==> config.mk <==
export PLATFORM = sky130hd
export DESIGN_NAME = ckd_fifo
export DESIGN_NICKNAME = d
export VERILOG_FILES = /design/src/hw/rtl/ckd_pkg.sv /design/src/hw/rtl/ckd_fifo.sv
export SDC_FILE = /design/constraint.sdc
export NUM_CORES = 1
export LEC_CHECK = 0
export ABC_AREA = 1
export BUFFER_PORTS_ARGS = -buffer_cell sky130_fd_sc_hd__buf_2
export CORE_ASPECT_RATIO = 0.8
export CORE_MARGIN = 10
export CORE_UTILIZATION = 55
export DETAILED_ROUTE_END_ITERATION = 10
export PLACE_DENSITY = 0.77
export SETUP_SLACK_MARGIN = 0.05
export SLEW_MARGIN = 10
export SYNTH_ARGS = -nofsm -noshare
export SYNTH_HDL_FRONTEND = slang
export SYNTH_SLANG_ARGS = --single-unit
==> constraint.sdc <==
create_clock -name clock -period 2.4 [get_ports clock]
set_input_delay 0.36 -clock clock [delete_from_list [all_inputs] [get_ports clock]]
set_output_delay 0.36 -clock clock [all_outputs]
set_load 0.005 [all_outputs]
==> src/hw/rtl/ckd_pkg.sv <==
package ckd_pkg;

   // sizes
   localparam int SINE_TABLE_BITS     = 10;
   localparam int MAX_SAMPLES_PER_BIT = 4096;
   localparam int SAMPLE_BITS         = 16;
   localparam int QUARTER_BITS        = SINE_TABLE_BITS - 2;
   localparam int QUARTER_SIZE        = 1 << QUARTER_BITS;
   localparam int PHASE_BITS          = 32;
   localparam int ACC_BITS            = 48;
   localparam int GAIN_BITS           = 16;
   localparam int GAIN_FRAC_BITS      = 12;
   localparam int SINE_BITS           = 16;
   localparam int CARRIER_BITS        = 20;
   localparam int PRODUCT_BITS        = SAMPLE_BITS + CARRIER_BITS;
   localparam int SPB_BITS            = 13;
   localparam int CNT_BITS            = $clog2(MAX_SAMPLES_PER_BIT);
   localparam int LIMIT_BITS          = CNT_BITS + 1;
   localparam int QUEUE_DEPTH         = 4;
   localparam int QUEUE_PTR_BITS      = $clog2(QUEUE_DEPTH);
   localparam int CSR_ADDR_BITS       = 3;
   localparam int CSR_DATA_BITS       = 48;
   localparam int RSP_TDATA_BITS      = 56;
   localparam logic [63:0] HALF_PI_Q30 = 64'd1686629713;

   // register indexes
   localparam logic [CSR_ADDR_BITS-1:0] CSR_FSK_MODE        = 3'd0;
   localparam logic [CSR_ADDR_BITS-1:0] CSR_PHASE_STEP_ONE  = 3'd1;
   localparam logic [CSR_ADDR_BITS-1:0] CSR_PHASE_STEP_TWO  = 3'd2;
   localparam logic [CSR_ADDR_BITS-1:0] CSR_PHASE_OFFSET    = 3'd3;
   localparam logic [CSR_ADDR_BITS-1:0] CSR_CARRIER_GAIN    = 3'd4;
   localparam logic [CSR_ADDR_BITS-1:0] CSR_SAMPLES_PER_BIT = 3'd5;
   localparam logic [CSR_ADDR_BITS-1:0] CSR_THRESHOLD       = 3'd6;

   // configuration registers
   typedef struct packed {
      logic                       fsk_mode;
      logic [PHASE_BITS-1:0]      phase_step_one;
      logic [PHASE_BITS-1:0]      phase_step_two;
      logic [PHASE_BITS-1:0]      phase_offset;
      logic [GAIN_BITS-1:0]       carrier_gain;
      logic [SPB_BITS-1:0]        samples_per_bit;
      logic [ACC_BITS-1:0]        threshold;
   } cfg_type;

   localparam cfg_type CFG_RESET = '{
      fsk_mode:        1'b0,
      phase_step_one:  32'd35791394,
      phase_step_two:  32'd53687091,
      phase_offset:    32'd0,
      carrier_gain:    16'd4096,
      samples_per_bit: 13'd240,
      threshold:       48'd0
   };

   // one queued word from front to back
   typedef struct packed {
      logic [SAMPLE_BITS-1:0]     sample;
      logic [SINE_TABLE_BITS-1:0] idx_one;
      logic [SINE_TABLE_BITS-1:0] idx_two;
      logic                       restart;
      logic                       last;
   } item_type;

   typedef logic signed [SINE_BITS-1:0] quarter_rom_type [QUARTER_SIZE];

   // quarter-wave sine in Q1.15 from a Taylor series in Q30
   function automatic logic signed [SINE_BITS-1:0] quarter_sine(input int unsigned k);
      logic [63:0]        r;
      logic [63:0]        r2;
      logic [63:0]        term;
      logic signed [63:0] s;
      r    = (64'(k) * HALF_PI_Q30) / QUARTER_SIZE;
      r2   = (r * r) >> 30;
      term = r;
      s    = $signed(r);
      term = ((term * r2) >> 30) / 64'd6;
      s    = s - $signed(term);
      term = ((term * r2) >> 30) / 64'd20;
      s    = s + $signed(term);
      term = ((term * r2) >> 30) / 64'd42;
      s    = s - $signed(term);
      term = ((term * r2) >> 30) / 64'd72;
      s    = s + $signed(term);
      term = ((term * r2) >> 30) / 64'd110;
      s    = s - $signed(term);
      if (s < 0) begin
         s = 0;
      end
      s = (s + 64'sd16384) >>> 15;
      if (s > 64'sd32767) begin
         s = 64'sd32767;
      end
      return s[SINE_BITS-1:0];
   endfunction

   function automatic quarter_rom_type build_quarter();
      quarter_rom_type rom;
      for (int i = 0; i < QUARTER_SIZE; i++) begin
         rom[i] = quarter_sine(i);
      end
      return rom;
   endfunction

   localparam quarter_rom_type QUARTER_ROM = build_quarter();
   localparam logic signed [SINE_BITS-1:0] SINE_PEAK = quarter_sine(QUARTER_SIZE);

endpackage

==> src/hw/rtl/ckd_fifo.sv <==
module ckd_fifo (
   input  logic                                 clock,
   input  logic                                 reset,
   input  logic                                 push,
   input  ckd_pkg::item_type                    push_item,
   input  logic                                 pop,
   output logic                                 full,
   output logic                                 rd_valid,
   output ckd_pkg::item_type                    rd_item,
   output logic [ckd_pkg::QUEUE_PTR_BITS:0]     count
);

   ckd_pkg::item_type                  entries_ff [ckd_pkg::QUEUE_DEPTH];
   ckd_pkg::item_type                  entries_in [ckd_pkg::QUEUE_DEPTH];
   logic [ckd_pkg::QUEUE_PTR_BITS-1:0] wr_ptr_ff, wr_ptr_in;
   logic [ckd_pkg::QUEUE_PTR_BITS-1:0] rd_ptr_ff, rd_ptr_in;
   logic [ckd_pkg::QUEUE_PTR_BITS:0]   count_ff, count_in;

   assign full     = count_ff == (ckd_pkg::QUEUE_PTR_BITS+1)'(ckd_pkg::QUEUE_DEPTH);
   assign rd_valid = count_ff != '0;
   assign rd_item  = entries_ff[rd_ptr_ff];
   assign count    = count_ff;

   // pointers and fill level
   always_comb begin
      entries_in = entries_ff;
      wr_ptr_in  = wr_ptr_ff;
      rd_ptr_in  = rd_ptr_ff;
      count_in   = count_ff;
      if (push) begin
         entries_in[wr_ptr_ff] = push_item;
         wr_ptr_in             = wr_ptr_ff + 1'b1;
      end
      if (pop) begin
         rd_ptr_in = rd_ptr_ff + 1'b1;
      end
      if (push && !pop) begin
         count_in = count_ff + 1'b1;
      end else if (pop && !push) begin
         count_in = count_ff - 1'b1;
      end
   end

   always_ff @(posedge clock) begin
      entries_ff <= entries_in;
      if (reset) begin
         wr_ptr_ff <= '0;
         rd_ptr_ff <= '0;
         count_ff  <= '0;
      end else begin
         wr_ptr_ff <= wr_ptr_in;
         rd_ptr_ff <= rd_ptr_in;
         count_ff  <= count_in;
      end
   end

endmodule

==> metrics.yaml <==
timing:
  period_needed_ns: 2.16
  max_clock_freq_ghz: 0.463
  report.final.slew_viol_count: 0
  setup_viol: 0
  rsz0062_at_grt: "no"
  tns_ns: 0
  worstMarginPinSlew_ns: 0.538
  hold_violations: 0
  slew_headroom: 0.641
  finClkSkew_ns: 0.0123
  post-route-period-util: 0.900
  hold-worst-slack_ns: 0.113
power:
  power_density_nw_per_um2: 830
  peakVddDrop_mv: 0.600
  power_leakage_nw: 2.70
floorplanning:
  die-area_um2: 16500
  die_y_um: 117
  die_w_um: 141
  start_util: 0.562
  pin_count: 85
  rows: 35
  core-area_um2: 11500
clocking:
  cts_buffers: 17
  clkSinkCount: 159
  htree_levels: 4
  clockRootBuffer: "clkbuf_16"
  clock_latency_ns: 0.42
  cts_buffer_depth: 2
  clkTransAtPathRegs_ns: 0.06
  cts_tree: "built"
synthesis:
  yosysUniqueCellTypes: 24
  syn_area_um2: 6440
  avgSynthCellArea_um2: 15.2
  async_reset_ff_frac: 0
  ys_top_cells_by_area: "edfxtp_1 71%, o21ai_0 5.9%, o22ai_2 5.6%"
  post-synth-top-count-cell: "edfxtp_1"
  ys_top_cells_by_count: "152 x edfxtp_1, 76 x o21ai_0, 52 x nor2_1, 29 x nor2_4, 29 x o22ai_2"
  synth-edff-count: 152
  ys_warn_count: 0
  syn_inst: 423
  ys.flop_type: "edfxtp_1"
  ys_seq_area_frac: 0.730
  synth_top_area_frac: 0.708
  yosysTopAreaCell: "edfxtp_1"
  syn_nets: 471
  ys_seq_elements: 159
grt:
  track_usage: 0.157
  overflow: 0
  grt_pass1_wl_um: 19800
  grt_max_degree: 78
  grt_pass1_vias: 3767
  antenna_found_initial: 1
routing:
  viasPerCell: 5.45
  drc_errors: 0
  drt_iter0_markers: 314
  post_drt_wl_per_cell_um: 18.7
  antenna_left: 0
  vias: 3686
  drt_wl_total_um: 12600
  dr.pass1.iters: 4
layout:
  final_layout_size_suffix_gt1_frac: 0.361
  fin_area_um2: 7610
  fin_util: 0.663
  area_delta_synth_final_pct: 18.1
  layout.cells.non_filler: 676
  final_nets: 562
run:
  max_cap_violations: 0
outcome:
  status: "completed"
critical_path:
  worstPathArrival_ns: 1.80
  path_class: "reg -> out"
  cp_max_fo: 77
  critPathCaptureType: "output pin"
  crit_path_start_kind: "flop"
  required_ns: 2.04
placement:
  hpwl_um: 7950
  gp_congestion: 0.766
  dpl.cell_count: 643
  io_buffers: 84
  placed_cell_area_um2: 7050
worst_hold_path:
  min_path_type: "in -> reg"
==> stage by stage <==
step / total power [mW] / worst slack, ns
floorplan: 3.64 / 0.671
global placement: 3.89 / 0.520
detailed placement: 3.92 / 0.481
CTS: 6.36 / 0.218
global route: 6.54 / 0.104
finish: 6.31 / 0.240
==> area by class of cell <==
| cell class | count | area (um^2) |
|---|---|---|
| Antenna cell | 1 | 2.50 |
| Fill cell | 792 | 3870 |
| Clock buffer | 18 | 429 |
| Inverter | 16 | 62.6 |
| Timing Repair Buffer | 96 | 589 |
| Clock inverter | 14 | 118 |
| Tap cell | 148 | 185 |
| Multi-Input combinational cell | 224 | 1510 |
| Sequential cell | 159 | 4710 |
==> sequential cells by signal (all words and copies together), names as in the netlist <==
name	count
rd_ptr_ff	2
entries_ff	152
wr_ptr_ff	2
count	3
==> cells in the final DEF (no fill, tap or decap), types with 2 or more instances in the layout <==
cell         n
nand2_1     11
buf_4        5
o22ai_1      9
a21oi_1      3
edfxtp_1   152
nor2_4      29
clkinv_4     4
inv_2        4
inv_6        2
clkbuf_16   17
inv_1       11
buf_2       84
o22ai_2     29
clkinv_1     2
dfxtp_1      6
clkinv_2     4
o21ai_1      4
buf_12       6
o21ai_0     76
nor2_1      52
ha_1         5
==> critical path: stages (launching register included) <==
cell     delay, ns
dfxtp_2       0.35
buf_6         0.44
o21ai_0       0.21
o22ai_2       0.21
buf_2         0.15
==> power breakdown <==
part / total (mW) / internal, mW / leakage (nW) / switching [mW]
combinational: 0.642 / 0.247 / 0.974 / 0.395
sequential: 3.21 / 3.17 / 1.45 / 0.0382
clock: 2.46 / 1.42 / 0.269 / 1.04
==> worst paths after layout <==
path | startpoint | endpoint | slack [ns] | depth (start not counted)
max | rd_ptr_ff[0] | rd_item[16] | 0.24 | 4
min | reset | count[0] | 0.11 | 2
max reg2reg | wr_ptr_ff[0] | entries_ff[64] | 0.78 | 5
min reg2reg | wr_ptr_ff[1] | wr_ptr_ff[1] | 0.54 | 2
==> routing by layer <==
metal | share of wire | vias to the layer above | global-route usage
met1 | 0.43 | 1815 | 0.186
li1 | - | 1755 | -
met5 | 0 | - | 0
met3 | 0.065 | 14 | 0.0512
met4 | 0.010 | 0 | 0.0769
met2 | 0.49 | 102 | 0.256
==> cells by family after synthesis <==
logic type,Yosys count,synth area share
buffers and inverters,40,0.0348
AO/OA/AOI/OAI,122,0.131
XOR/XNOR,1,0.00136
AND/OR/NAND/NOR,95,0.0899
adder cells (fa/ha/maj),6,0.0128
flip-flops,159,0.730
==> timing repair <==
action                                 CTS  global route
setup endpoints to repair                2             0
endpoints found under the hold margin    0             0
hold buffers                             0             0
gates resized for setup                  1             0
buffers inserted                         0             0
No activity file was read; power rests on OpenSTA's default activity.
