## src/hw/rtl/ckd_pkg.sv

```systemverilog
package ckd_pkg;

   // sizes
   localparam int SINE_TABLE_BITS     = 10;
   localparam int MAX_SAMPLES_PER_BIT = 4096;
   localparam int SAMPLE_BITS         = 16;
   localparam int QUARTER_BITS        = SINE_TABLE_BITS - 2;
   localparam int QUARTER_SIZE        = 1 << QUARTER_BITS;
   localparam int PHASE_BITS          = 32;
   localparam int ACC_BITS            = 48;
   localparam int GAIN_BITS           = 16;
   localparam int GAIN_FRAC_BITS      = 12;
   localparam int SINE_BITS           = 16;
   localparam int CARRIER_BITS        = 20;
   localparam int PRODUCT_BITS        = SAMPLE_BITS + CARRIER_BITS;
   localparam int SPB_BITS            = 13;
   localparam int CNT_BITS            = $clog2(MAX_SAMPLES_PER_BIT);
   localparam int LIMIT_BITS          = CNT_BITS + 1;
   localparam int QUEUE_DEPTH         = 4;
   localparam int QUEUE_PTR_BITS      = $clog2(QUEUE_DEPTH);
   localparam int CSR_ADDR_BITS       = 3;
   localparam int CSR_DATA_BITS       = 48;
   localparam int RSP_TDATA_BITS      = 56;
   localparam logic [63:0] HALF_PI_Q30 = 64'd1686629713;

   // register indexes
   localparam logic [CSR_ADDR_BITS-1:0] CSR_FSK_MODE        = 3'd0;
   localparam logic [CSR_ADDR_BITS-1:0] CSR_PHASE_STEP_ONE  = 3'd1;
   localparam logic [CSR_ADDR_BITS-1:0] CSR_PHASE_STEP_TWO  = 3'd2;
   localparam logic [CSR_ADDR_BITS-1:0] CSR_PHASE_OFFSET    = 3'd3;
   localparam logic [CSR_ADDR_BITS-1:0] CSR_CARRIER_GAIN    = 3'd4;
   localparam logic [CSR_ADDR_BITS-1:0] CSR_SAMPLES_PER_BIT = 3'd5;
   localparam logic [CSR_ADDR_BITS-1:0] CSR_THRESHOLD       = 3'd6;

   // configuration registers
   typedef struct packed {
      logic                       fsk_mode;
      logic [PHASE_BITS-1:0]      phase_step_one;
      logic [PHASE_BITS-1:0]      phase_step_two;
      logic [PHASE_BITS-1:0]      phase_offset;
      logic [GAIN_BITS-1:0]       carrier_gain;
      logic [SPB_BITS-1:0]        samples_per_bit;
      logic [ACC_BITS-1:0]        threshold;
   } cfg_type;

   localparam cfg_type CFG_RESET = '{
      fsk_mode:        1'b0,
      phase_step_one:  32'd35791394,
      phase_step_two:  32'd53687091,
      phase_offset:    32'd0,
      carrier_gain:    16'd4096,
      samples_per_bit: 13'd240,
      threshold:       48'd0
   };

   // one queued word from front to back
   typedef struct packed {
      logic [SAMPLE_BITS-1:0]     sample;
      logic [SINE_TABLE_BITS-1:0] idx_one;
      logic [SINE_TABLE_BITS-1:0] idx_two;
      logic                       restart;
      logic                       last;
   } item_type;

   typedef logic signed [SINE_BITS-1:0] quarter_rom_type [QUARTER_SIZE];

   // quarter-wave sine in Q1.15 from a Taylor series in Q30
   function automatic logic signed [SINE_BITS-1:0] quarter_sine(input int unsigned k);
      logic [63:0]        r;
      logic [63:0]        r2;
      logic [63:0]        term;
      logic signed [63:0] s;
      r    = (64'(k) * HALF_PI_Q30) / QUARTER_SIZE;
      r2   = (r * r) >> 30;
      term = r;
      s    = $signed(r);
      term = ((term * r2) >> 30) / 64'd6;
      s    = s - $signed(term);
      term = ((term * r2) >> 30) / 64'd20;
      s    = s + $signed(term);
      term = ((term * r2) >> 30) / 64'd42;
      s    = s - $signed(term);
      term = ((term * r2) >> 30) / 64'd72;
      s    = s + $signed(term);
      term = ((term * r2) >> 30) / 64'd110;
      s    = s - $signed(term);
      if (s < 0) begin
         s = 0;
      end
      s = (s + 64'sd16384) >>> 15;
      if (s > 64'sd32767) begin
         s = 64'sd32767;
      end
      return s[SINE_BITS-1:0];
   endfunction

   function automatic quarter_rom_type build_quarter();
      quarter_rom_type rom;
      for (int i = 0; i < QUARTER_SIZE; i++) begin
         rom[i] = quarter_sine(i);
      end
      return rom;
   endfunction

   localparam quarter_rom_type QUARTER_ROM = build_quarter();
   localparam logic signed [SINE_BITS-1:0] SINE_PEAK = quarter_sine(QUARTER_SIZE);

endpackage

```

## src/hw/rtl/ckd_back.sv

```systemverilog
module ckd_back (
   input  logic                                clock,
   input  logic                                reset,
   input  ckd_pkg::cfg_type                    cfg,
   input  logic                                q_valid,
   input  ckd_pkg::item_type                   q_item,
   output logic                                pop,
   output logic                                out_valid,
   input  logic                                out_ready,
   output logic                                out_bit,
   output logic [ckd_pkg::ACC_BITS-1:0]        out_value,
   output logic                                out_last
);

   localparam int GP_BITS   = ckd_pkg::GAIN_BITS + ckd_pkg::SINE_BITS + 1;
   localparam int WIDE_BITS = ckd_pkg::ACC_BITS + 2;

   // table lookup with quadrant folding
   function automatic logic signed [ckd_pkg::SINE_BITS-1:0] sine_at(
      input logic [ckd_pkg::SINE_TABLE_BITS-1:0] idx);
      logic [ckd_pkg::QUARTER_BITS-1:0]       p;
      logic [ckd_pkg::QUARTER_BITS:0]         k;
      logic signed [ckd_pkg::SINE_BITS-1:0]   mag;
      p = idx[ckd_pkg::QUARTER_BITS-1:0];
      if (idx[ckd_pkg::QUARTER_BITS]) begin
         k = (ckd_pkg::QUARTER_BITS+1)'(ckd_pkg::QUARTER_SIZE) - {1'b0, p};
      end else begin
         k = {1'b0, p};
      end
      if (k[ckd_pkg::QUARTER_BITS]) begin
         mag = ckd_pkg::SINE_PEAK;
      end else begin
         mag = ckd_pkg::QUARTER_ROM[k[ckd_pkg::QUARTER_BITS-1:0]];
      end
      return idx[ckd_pkg::SINE_TABLE_BITS-1] ? -mag : mag;
   endfunction

   // gain times sine over 4096, truncated toward zero
   function automatic logic signed [ckd_pkg::CARRIER_BITS-1:0] scale(
      input logic [ckd_pkg::GAIN_BITS-1:0] gain,
      input logic signed [ckd_pkg::SINE_BITS-1:0] sine);
      logic signed [GP_BITS-1:0] gp;
      logic signed [GP_BITS-1:0] adj;
      gp  = $signed({1'b0, gain}) * sine;
      adj = gp + $signed({{(GP_BITS-ckd_pkg::GAIN_FRAC_BITS){1'b0}},
                          {ckd_pkg::GAIN_FRAC_BITS{gp[GP_BITS-1]}}});
      return adj[ckd_pkg::GAIN_FRAC_BITS +: ckd_pkg::CARRIER_BITS];
   endfunction

   // clamp to the 48-bit range
   function automatic logic [ckd_pkg::ACC_BITS-1:0] sat(input logic [WIDE_BITS-1:0] v);
      logic [ckd_pkg::ACC_BITS-1:0] r;
      if (v[WIDE_BITS-1:ckd_pkg::ACC_BITS-1] == '0 || v[WIDE_BITS-1:ckd_pkg::ACC_BITS-1] == '1) begin
         r = v[ckd_pkg::ACC_BITS-1:0];
      end else if (v[WIDE_BITS-1]) begin
         r = {1'b1, {(ckd_pkg::ACC_BITS-1){1'b0}}};
      end else begin
         r = {1'b0, {(ckd_pkg::ACC_BITS-1){1'b1}}};
      end
      return r;
   endfunction

   function automatic logic [WIDE_BITS-1:0] widen(input logic [ckd_pkg::ACC_BITS-1:0] v);
      return {{(WIDE_BITS-ckd_pkg::ACC_BITS){v[ckd_pkg::ACC_BITS-1]}}, v};
   endfunction

   logic advance;

   // stage a: sine lookup
   logic                                   a_valid_ff, a_valid_in;
   logic signed [ckd_pkg::SAMPLE_BITS-1:0] a_sample_ff, a_sample_in;
   logic signed [ckd_pkg::SINE_BITS-1:0]   a_sine_one_ff, a_sine_one_in;
   logic signed [ckd_pkg::SINE_BITS-1:0]   a_sine_two_ff, a_sine_two_in;
   logic                                   a_restart_ff, a_restart_in;
   logic                                   a_last_ff, a_last_in;
   // stage b: carrier amplitude
   logic                                   b_valid_ff, b_valid_in;
   logic signed [ckd_pkg::SAMPLE_BITS-1:0] b_sample_ff, b_sample_in;
   logic signed [ckd_pkg::CARRIER_BITS-1:0] b_car_one_ff, b_car_one_in;
   logic signed [ckd_pkg::CARRIER_BITS-1:0] b_car_two_ff, b_car_two_in;
   logic                                   b_restart_ff, b_restart_in;
   logic                                   b_last_ff, b_last_in;
   // stage c: mixing products
   logic                                   c_valid_ff, c_valid_in;
   logic signed [ckd_pkg::PRODUCT_BITS-1:0] c_prod_one_ff, c_prod_one_in;
   logic signed [ckd_pkg::PRODUCT_BITS-1:0] c_prod_two_ff, c_prod_two_in;
   logic                                   c_restart_ff, c_restart_in;
   logic                                   c_last_ff, c_last_in;
   // stage d: integrate and dump
   logic                                   d_valid_ff, d_valid_in;
   logic [ckd_pkg::ACC_BITS-1:0]           d_sum_one_ff, d_sum_one_in;
   logic [ckd_pkg::ACC_BITS-1:0]           d_sum_two_ff, d_sum_two_in;
   logic                                   d_last_ff, d_last_in;
   logic [ckd_pkg::ACC_BITS-1:0]           sum_one_ff, sum_one_in;
   logic [ckd_pkg::ACC_BITS-1:0]           sum_two_ff, sum_two_in;
   logic [ckd_pkg::ACC_BITS-1:0]           base_one, base_two;
   // stage e: decision value
   logic                                   e_valid_ff, e_valid_in;
   logic [ckd_pkg::ACC_BITS-1:0]           e_value_ff, e_value_in;
   logic                                   e_last_ff, e_last_in;
   // output word
   logic                                   o_valid_ff, o_valid_in;
   logic                                   o_bit_ff, o_bit_in;
   logic [ckd_pkg::ACC_BITS-1:0]           o_value_ff, o_value_in;
   logic                                   o_last_ff, o_last_in;

   // whole pipeline moves unless the output word is held
   assign advance   = !o_valid_ff || out_ready;
   assign pop       = q_valid && advance;
   assign out_valid = o_valid_ff;
   assign out_bit   = o_bit_ff;
   assign out_value = o_value_ff;
   assign out_last  = o_last_ff;

   always_comb begin
      a_valid_in    = q_valid;
      a_sample_in   = q_item.sample;
      a_sine_one_in = sine_at(q_item.idx_one);
      a_sine_two_in = sine_at(q_item.idx_two);
      a_restart_in  = q_item.restart;
      a_last_in     = q_item.last;

      b_valid_in    = a_valid_ff;
      b_sample_in   = a_sample_ff;
      b_car_one_in  = scale(cfg.carrier_gain, a_sine_one_ff);
      b_car_two_in  = scale(cfg.carrier_gain, a_sine_two_ff);
      b_restart_in  = a_restart_ff;
      b_last_in     = a_last_ff;

      c_valid_in    = b_valid_ff;
      c_prod_one_in = b_sample_ff * b_car_one_ff;
      c_prod_two_in = b_sample_ff * b_car_two_ff;
      c_restart_in  = b_restart_ff;
      c_last_in     = b_last_ff;

      // restart clears the sums before this sample is added
      base_one     = c_restart_ff ? '0 : sum_one_ff;
      base_two     = c_restart_ff ? '0 : sum_two_ff;
      d_valid_in   = c_valid_ff;
      d_sum_one_in = sat(widen(base_one) + WIDE_BITS'(c_prod_one_ff));
      d_sum_two_in = sat(widen(base_two) + WIDE_BITS'(c_prod_two_ff));
      d_last_in    = c_last_ff;
      sum_one_in   = sum_one_ff;
      sum_two_in   = sum_two_ff;
      if (c_valid_ff) begin
         sum_one_in = c_last_ff ? '0 : d_sum_one_in;
         sum_two_in = c_last_ff ? '0 : d_sum_two_in;
      end

      e_valid_in = d_valid_ff;
      e_value_in = cfg.fsk_mode ? sat(widen(d_sum_two_ff) - widen(d_sum_one_ff)) : d_sum_one_ff;
      e_last_in  = d_last_ff;

      o_valid_in = e_valid_ff;
      o_bit_in   = $signed(e_value_ff) >= $signed(cfg.threshold);
      o_value_in = e_value_ff;
      o_last_in  = e_last_ff;
   end

   // payload stages
   always_ff @(posedge clock) begin
      if (advance) begin
         a_sample_ff   <= a_sample_in;
         a_sine_one_ff <= a_sine_one_in;
         a_sine_two_ff <= a_sine_two_in;
         a_restart_ff  <= a_restart_in;
         a_last_ff     <= a_last_in;
         b_sample_ff   <= b_sample_in;
         b_car_one_ff  <= b_car_one_in;
         b_car_two_ff  <= b_car_two_in;
         b_restart_ff  <= b_restart_in;
         b_last_ff     <= b_last_in;
         c_prod_one_ff <= c_prod_one_in;
         c_prod_two_ff <= c_prod_two_in;
         c_restart_ff  <= c_restart_in;
         c_last_ff     <= c_last_in;
         d_sum_one_ff  <= d_sum_one_in;
         d_sum_two_ff  <= d_sum_two_in;
         d_last_ff     <= d_last_in;
         e_value_ff    <= e_value_in;
         e_last_ff     <= e_last_in;
         o_bit_ff      <= o_bit_in;
         o_value_ff    <= o_value_in;
         o_last_ff     <= o_last_in;
      end
   end

   // valid bits and running sums
   always_ff @(posedge clock) begin
      if (reset) begin
         a_valid_ff <= 1'b0;
         b_valid_ff <= 1'b0;
         c_valid_ff <= 1'b0;
         d_valid_ff <= 1'b0;
         e_valid_ff <= 1'b0;
         o_valid_ff <= 1'b0;
         sum_one_ff <= '0;
         sum_two_ff <= '0;
      end else if (advance) begin
         a_valid_ff <= a_valid_in;
         b_valid_ff <= b_valid_in;
         c_valid_ff <= c_valid_in;
         d_valid_ff <= d_valid_in;
         e_valid_ff <= e_valid_in;
         o_valid_ff <= o_valid_in;
         sum_one_ff <= sum_one_in;
         sum_two_ff <= sum_two_in;
      end
   end

endmodule

```

## config.mk

```make
export PLATFORM = sky130hd
export DESIGN_NAME = ckd_back
export DESIGN_NICKNAME = d
export VERILOG_FILES = /design/src/hw/rtl/ckd_pkg.sv /design/src/hw/rtl/ckd_back.sv
export SDC_FILE = /design/constraint.sdc
export NUM_CORES = 2
export LEC_CHECK = 0
export BUFFER_PORTS_ARGS = -buffer_cell sky130_fd_sc_hd__buf_2
export CORE_MARGIN = 2
export CORE_UTILIZATION = 66
export DETAILED_ROUTE_END_ITERATION = 8
export GPL_TIMING_DRIVEN = 1
export MAX_ROUTING_LAYER = met4
export PLACE_DENSITY = 0.84
export SLEW_MARGIN = 20
export SYNTH_ARGS = -nofsm -noshare
export SYNTH_HDL_FRONTEND = slang
export SYNTH_SLANG_ARGS = --single-unit
```

## constraint.sdc

```tcl
create_clock -name clock -period 29.8 [get_ports clock]
set_clock_uncertainty 0.2 [all_clocks]
set_input_delay 5.96 -clock clock [delete_from_list [all_inputs] [get_ports clock]]
set_output_delay 5.96 -clock clock [all_outputs]
set_load 0.02 [all_outputs]
```

==> run_summary.xml <==
<?xml version="1.0" encoding="UTF-8"?>
<metrics>
  <group name="critical_path">
    <metric name="critPathCaptureType" unit="">flop</metric>
    <metric name="setup.reg_to_reg.worst_slack" unit="ns">19.82</metric>
    <metric name="regToRegStartpoint" unit="">a_sine_one_ff[11]</metric>
    <metric name="reg2regPathDepth" unit="">30</metric>
    <metric name="timing.critical_path.max_delay_family" unit="">adder cells</metric>
    <metric name="worst-setup-path-type" unit="">in -&gt; reg</metric>
    <metric name="worst-endpoint-arrival" unit="ns">15.30</metric>
    <metric name="cpMaxStageDelayCell" unit="">sky130_fd_sc_hd__buf_2</metric>
    <metric name="critical-path-max-stage-delay" unit="ns">0.65</metric>
    <metric name="crit_path_max_fanout" unit="">32</metric>
    <metric name="path_common_cell" unit="">sky130_fd_sc_hd__fa_1</metric>
    <metric name="regToRegEndpoint" unit="">b_car_one_ff[19]</metric>
    <metric name="worst_ep_required_time" unit="ns">30.00</metric>
    <metric name="worstPathBufferInverterCount" unit="">4</metric>
    <metric name="timing.critical_path.from_type" unit="">primary input</metric>
  </group>
  <group name="synth">
    <metric name="synth_simple_gate_area_share" unit="%">16.6</metric>
    <metric name="synth_top_cells_by_area" unit="">sky130_fd_sc_hd__fa_1 26%, sky130_fd_sc_hd__edfxtp_1 14%, sky130_fd_sc_hd__ha_1 10%</metric>
    <metric name="synth-adder-area-share" unit="%">36.8</metric>
    <metric name="synth.area.mux_share" unit="%">0.323</metric>
    <metric name="synth.net_count" unit="">10900</metric>
    <metric name="ys.flop_type" unit="">sky130_fd_sc_hd__edfxtp_1</metric>
    <metric name="post_synth_num_cell_types" unit="">106</metric>
    <metric name="synth.yosys.warnings" unit="">0</metric>
    <metric name="synth_sequential_area_ratio" unit="%">17.0</metric>
    <metric name="largest_family_of_logic_cells_by_synthesized_area" unit="">adder cells</metric>
    <metric name="synth_top_area_share" unit="%">26.2</metric>
    <metric name="synth.avg_cell_area" unit="µm²">8.71</metric>
    <metric name="synth_xor_xnor_area_share" unit="%">4.13</metric>
    <metric name="synth_compound_area_share" unit="%">16.1</metric>
    <metric name="synth-edff-count" unit="">378</metric>
    <metric name="ys_seq_elements" unit="">480</metric>
    <metric name="postSynthCellCount" unit="">9025</metric>
    <metric name="synthDominantAreaCellType" unit="">sky130_fd_sc_hd__fa_1</metric>
    <metric name="netlist_area" unit="µm²">78600</metric>
    <metric name="postSynth.asyncResetShare" unit="%">0</metric>
  </group>
  <group name="clocking">
    <metric name="ctsHoldBuffers" unit="">0</metric>
    <metric name="htreeDepth" unit="">2</metric>
    <metric name="cts_setup_buffers" unit="">0</metric>
    <metric name="tritoncts_num_sinks" unit="">480</metric>
    <metric name="clk_latency" unit="ns">0.65</metric>
    <metric name="cts.clk_slew.worst_paths" unit="ns">0.07</metric>
    <metric name="cts-root-to-sink-buffers" unit="">3</metric>
    <metric name="tritoncts" unit="">done</metric>
    <metric name="cts_inserted_buffers" unit="">51</metric>
    <metric name="cts_resized" unit="">0</metric>
    <metric name="clk_root_buffer_cell" unit="">sky130_fd_sc_hd__clkbuf_16</metric>
  </group>
  <group name="die">
    <metric name="fp.dieArea" unit="µm²">122000</metric>
    <metric name="rows" unit="">126</metric>
    <metric name="floorplan.initialDensity" unit="%">66.6</metric>
    <metric name="num_io_pins" unit="">268</metric>
    <metric name="core-area" unit="µm²">118000</metric>
    <metric name="chipWidth" unit="µm">349</metric>
    <metric name="chipHeight" unit="µm">349</metric>
  </group>
  <group name="place">
    <metric name="portBuffers" unit="">158</metric>
    <metric name="place_ws" unit="ns">14.19</metric>
    <metric name="placed_wire_length_estimate_after_detailed_placement" unit="µm">179000</metric>
    <metric name="placedInstanceArea" unit="µm²">80300</metric>
    <metric name="gp_congestion" unit="">1.04</metric>
  </group>
  <group name="min_path">
    <metric name="min_from" unit="">a_sample_ff[6]</metric>
    <metric name="hold-path-endpoint" unit="">b_sample_ff[6]</metric>
    <metric name="worst_hold_path.num_cells" unit="">0</metric>
    <metric name="min-delay-path-class" unit="">reg -&gt; reg</metric>
  </group>
  <group name="timing">
    <metric name="slew_headroom" unit="%">21.7</metric>
    <metric name="max_clock_freq" unit="MHz">66.2</metric>
    <metric name="grt_setup_unrepaired" unit="">false</metric>
    <metric name="finalCritPeriodShare" unit="%">50.7</metric>
    <metric name="post-route-min-period" unit="ns">15.10</metric>
    <metric name="final_count_of_hold_timing_violations" unit="">0</metric>
    <metric name="finalSetupViolCount" unit="">0</metric>
    <metric name="finalMaxSlewViolations" unit="">0</metric>
    <metric name="worst_slack" unit="ns">14.70</metric>
    <metric name="worst_slew_pin_slew" unit="ns">1.16</metric>
    <metric name="setup_tns" unit="ns">0</metric>
  </group>
  <group name="routing">
    <metric name="dr.first_iter.drc_count" unit="">6872</metric>
    <metric name="1st_pass_router_iterations" unit="">6</metric>
    <metric name="via_per_inst" unit="">6.41</metric>
    <metric name="remaining_drc_errors" unit="">0</metric>
    <metric name="total_number_of_vias" unit="">66900</metric>
    <metric name="antenna_violating_nets_post_route" unit="">0</metric>
    <metric name="drt-wirelength-per-cell" unit="µm">22.9</metric>
    <metric name="postRouteWirelength" unit="µm">239000</metric>
  </group>
  <group name="global_route">
    <metric name="number_of_global_route_vias_before_repair" unit="">68800</metric>
    <metric name="global_route_wire_length_before_repair" unit="µm">377000</metric>
    <metric name="pin_count_of_the_biggest_net_entering_global_routing" unit="">161</metric>
    <metric name="grt_util_all_layers" unit="%">40.5</metric>
    <metric name="antenna_found_initial" unit="">10</metric>
    <metric name="grt.overflow.total" unit="">0</metric>
  </group>
  <group name="finish">
    <metric name="nNetsFinal" unit="">10700</metric>
    <metric name="most-common-layout-cells" unit="">1339 x sky130_fd_sc_hd__inv_1, 1027 x sky130_fd_sc_hd__fa_1, 999 x sky130_fd_sc_hd__nand2_1</metric>
    <metric name="areaGrowthSynthToFinish" unit="%">4.50</metric>
    <metric name="final_common_cell" unit="">sky130_fd_sc_hd__inv_1</metric>
    <metric name="stdcell_area" unit="µm²">82200</metric>
    <metric name="drive_gt1_share" unit="%">5.00</metric>
    <metric name="post-route-util" unit="%">69.6</metric>
  </group>
  <group name="run_status">
    <metric name="run_status" unit="">completed</metric>
  </group>
  <group name="job">
    <metric name="timing.max_cap.violations" unit="">0</metric>
  </group>
</metrics>
through the flow:
step / hold WS (ns) / instances
final: 0.208 / 10400
after floorplan: 0.200 / 9025
after detailed placement: 0.205 / 10300
after global placement: 0.200 / 10300
after global routing: 0.221 / 10400
after CTS: 0.214 / 10400
logic make-up (layout without fill, tap and decap cells):
family,count (synthesis),count (layout)
simple gates,2668,2668
other cells,0,11
fa+ha+maj,1700,1700
buf+inv,1842,1705
flops,480,480
xor+xnor,367,367
mux,24,24
compound gates,1944,1944
layer usage:
metal / global-route usage (%) / wire, µm / vias to the layer above
li1: - / - / 29700
met3: 7.62 / 24100 / 762
met2: 62.9 / 109000 / 3651
met4: 18.5 / 12200 / 0
met1: 51.6 / 93100 / 32800
met5: - / 0 / -
final cells by class:
| type | instances | area, µm² |
|---|---|---|
| Timing Repair Buffer | 262 | 1580 |
| Antenna cell | 11 | 27.5 |
| Sequential cell | 480 | 13400 |
| Multi-Input combinational cell | 6703 | 58400 |
| Clock inverter | 32 | 367 |
| Fill cell | 8928 | 35900 |
| Tap cell | 1536 | 1920 |
| Clock buffer | 64 | 1440 |
| Inverter | 1347 | 5060 |
state kept, by name, summed over array words and instances (netlist names), 16 cells and up:
name           cells
c_prod_one_ff     36
b_car_two_ff      20
b_car_one_ff      20
sum_one_ff        48
d_sum_one_ff      48
sum_two_ff        48
e_value_ff        48
a_sine_two_ff     16
a_sine_one_ff     16
c_prod_two_ff     36
d_sum_two_ff      48
b_sample_ff       16
out_value         48
a_sample_ff       16
cell usage after synthesis (16+ instances only):
library cell and count:
sky130_fd_sc_hd__clkbuf_1 379, sky130_fd_sc_hd__xnor2_1 242, sky130_fd_sc_hd__nand4_1 61, sky130_fd_sc_hd__o21a_1 56, sky130_fd_sc_hd__edfxtp_1 378, sky130_fd_sc_hd__o21ai_1 16
sky130_fd_sc_hd__buf_1 48, sky130_fd_sc_hd__nand2b_1 109, sky130_fd_sc_hd__nor4_1 25, sky130_fd_sc_hd__o22ai_1 54, sky130_fd_sc_hd__o21bai_1 52, sky130_fd_sc_hd__dfxtp_1 102
sky130_fd_sc_hd__nor3b_1 16, sky130_fd_sc_hd__o211ai_1 99, sky130_fd_sc_hd__a311oi_1 19, sky130_fd_sc_hd__a31oi_1 81, sky130_fd_sc_hd__o2111ai_1 21, sky130_fd_sc_hd__fa_1 1027
sky130_fd_sc_hd__and2_1 495, sky130_fd_sc_hd__a22oi_1 16, sky130_fd_sc_hd__o311ai_0 23, sky130_fd_sc_hd__or3_1 25, sky130_fd_sc_hd__inv_1 1341, sky130_fd_sc_hd__a2111oi_0 17
sky130_fd_sc_hd__and3_1 41, sky130_fd_sc_hd__or2_2 17, sky130_fd_sc_hd__o21ai_0 401, sky130_fd_sc_hd__a221oi_1 27, sky130_fd_sc_hd__maj3_1 17, sky130_fd_sc_hd__nor2b_1 152
sky130_fd_sc_hd__nor3_1 98, sky130_fd_sc_hd__xor2_1 121, sky130_fd_sc_hd__o221ai_1 26, sky130_fd_sc_hd__o31ai_1 36, sky130_fd_sc_hd__nand2_1 999, sky130_fd_sc_hd__a21oi_1 499
sky130_fd_sc_hd__a211o_1 25, sky130_fd_sc_hd__a22o_1 48, sky130_fd_sc_hd__a211oi_1 88, sky130_fd_sc_hd__nor2_1 421, sky130_fd_sc_hd__a21o_1 192, sky130_fd_sc_hd__ha_1 656
sky130_fd_sc_hd__buf_2 61, sky130_fd_sc_hd__nand3_1 129
worst reg2reg max path, delay by kind of cell, from the launching register on:
kind	cells	cell delay [ns]
buf+inv	3	0.17
flops	1	0.86
fa+ha+maj	8	3.92
xor+xnor	2	0.30
compound gates	7	1.37
simple gates	10	2.93
how the worst max path moves through the flow:
stage                     startpoint                to  cells after the start
after floorplan            out_ready               pop                      4
final                        cfg[70]  b_car_one_ff[19]                     31
after CTS                    cfg[70]  b_car_one_ff[19]                     31
after global placement       cfg[71]  b_car_one_ff[19]                     31
after global routing         cfg[71]  b_car_one_ff[19]                     31
after detailed placement     cfg[70]  b_car_one_ff[19]                     31
Power is left out: the tool's default activity adds up to more than one toggle a clock period on the data nets, which glitch-free logic cannot reach.
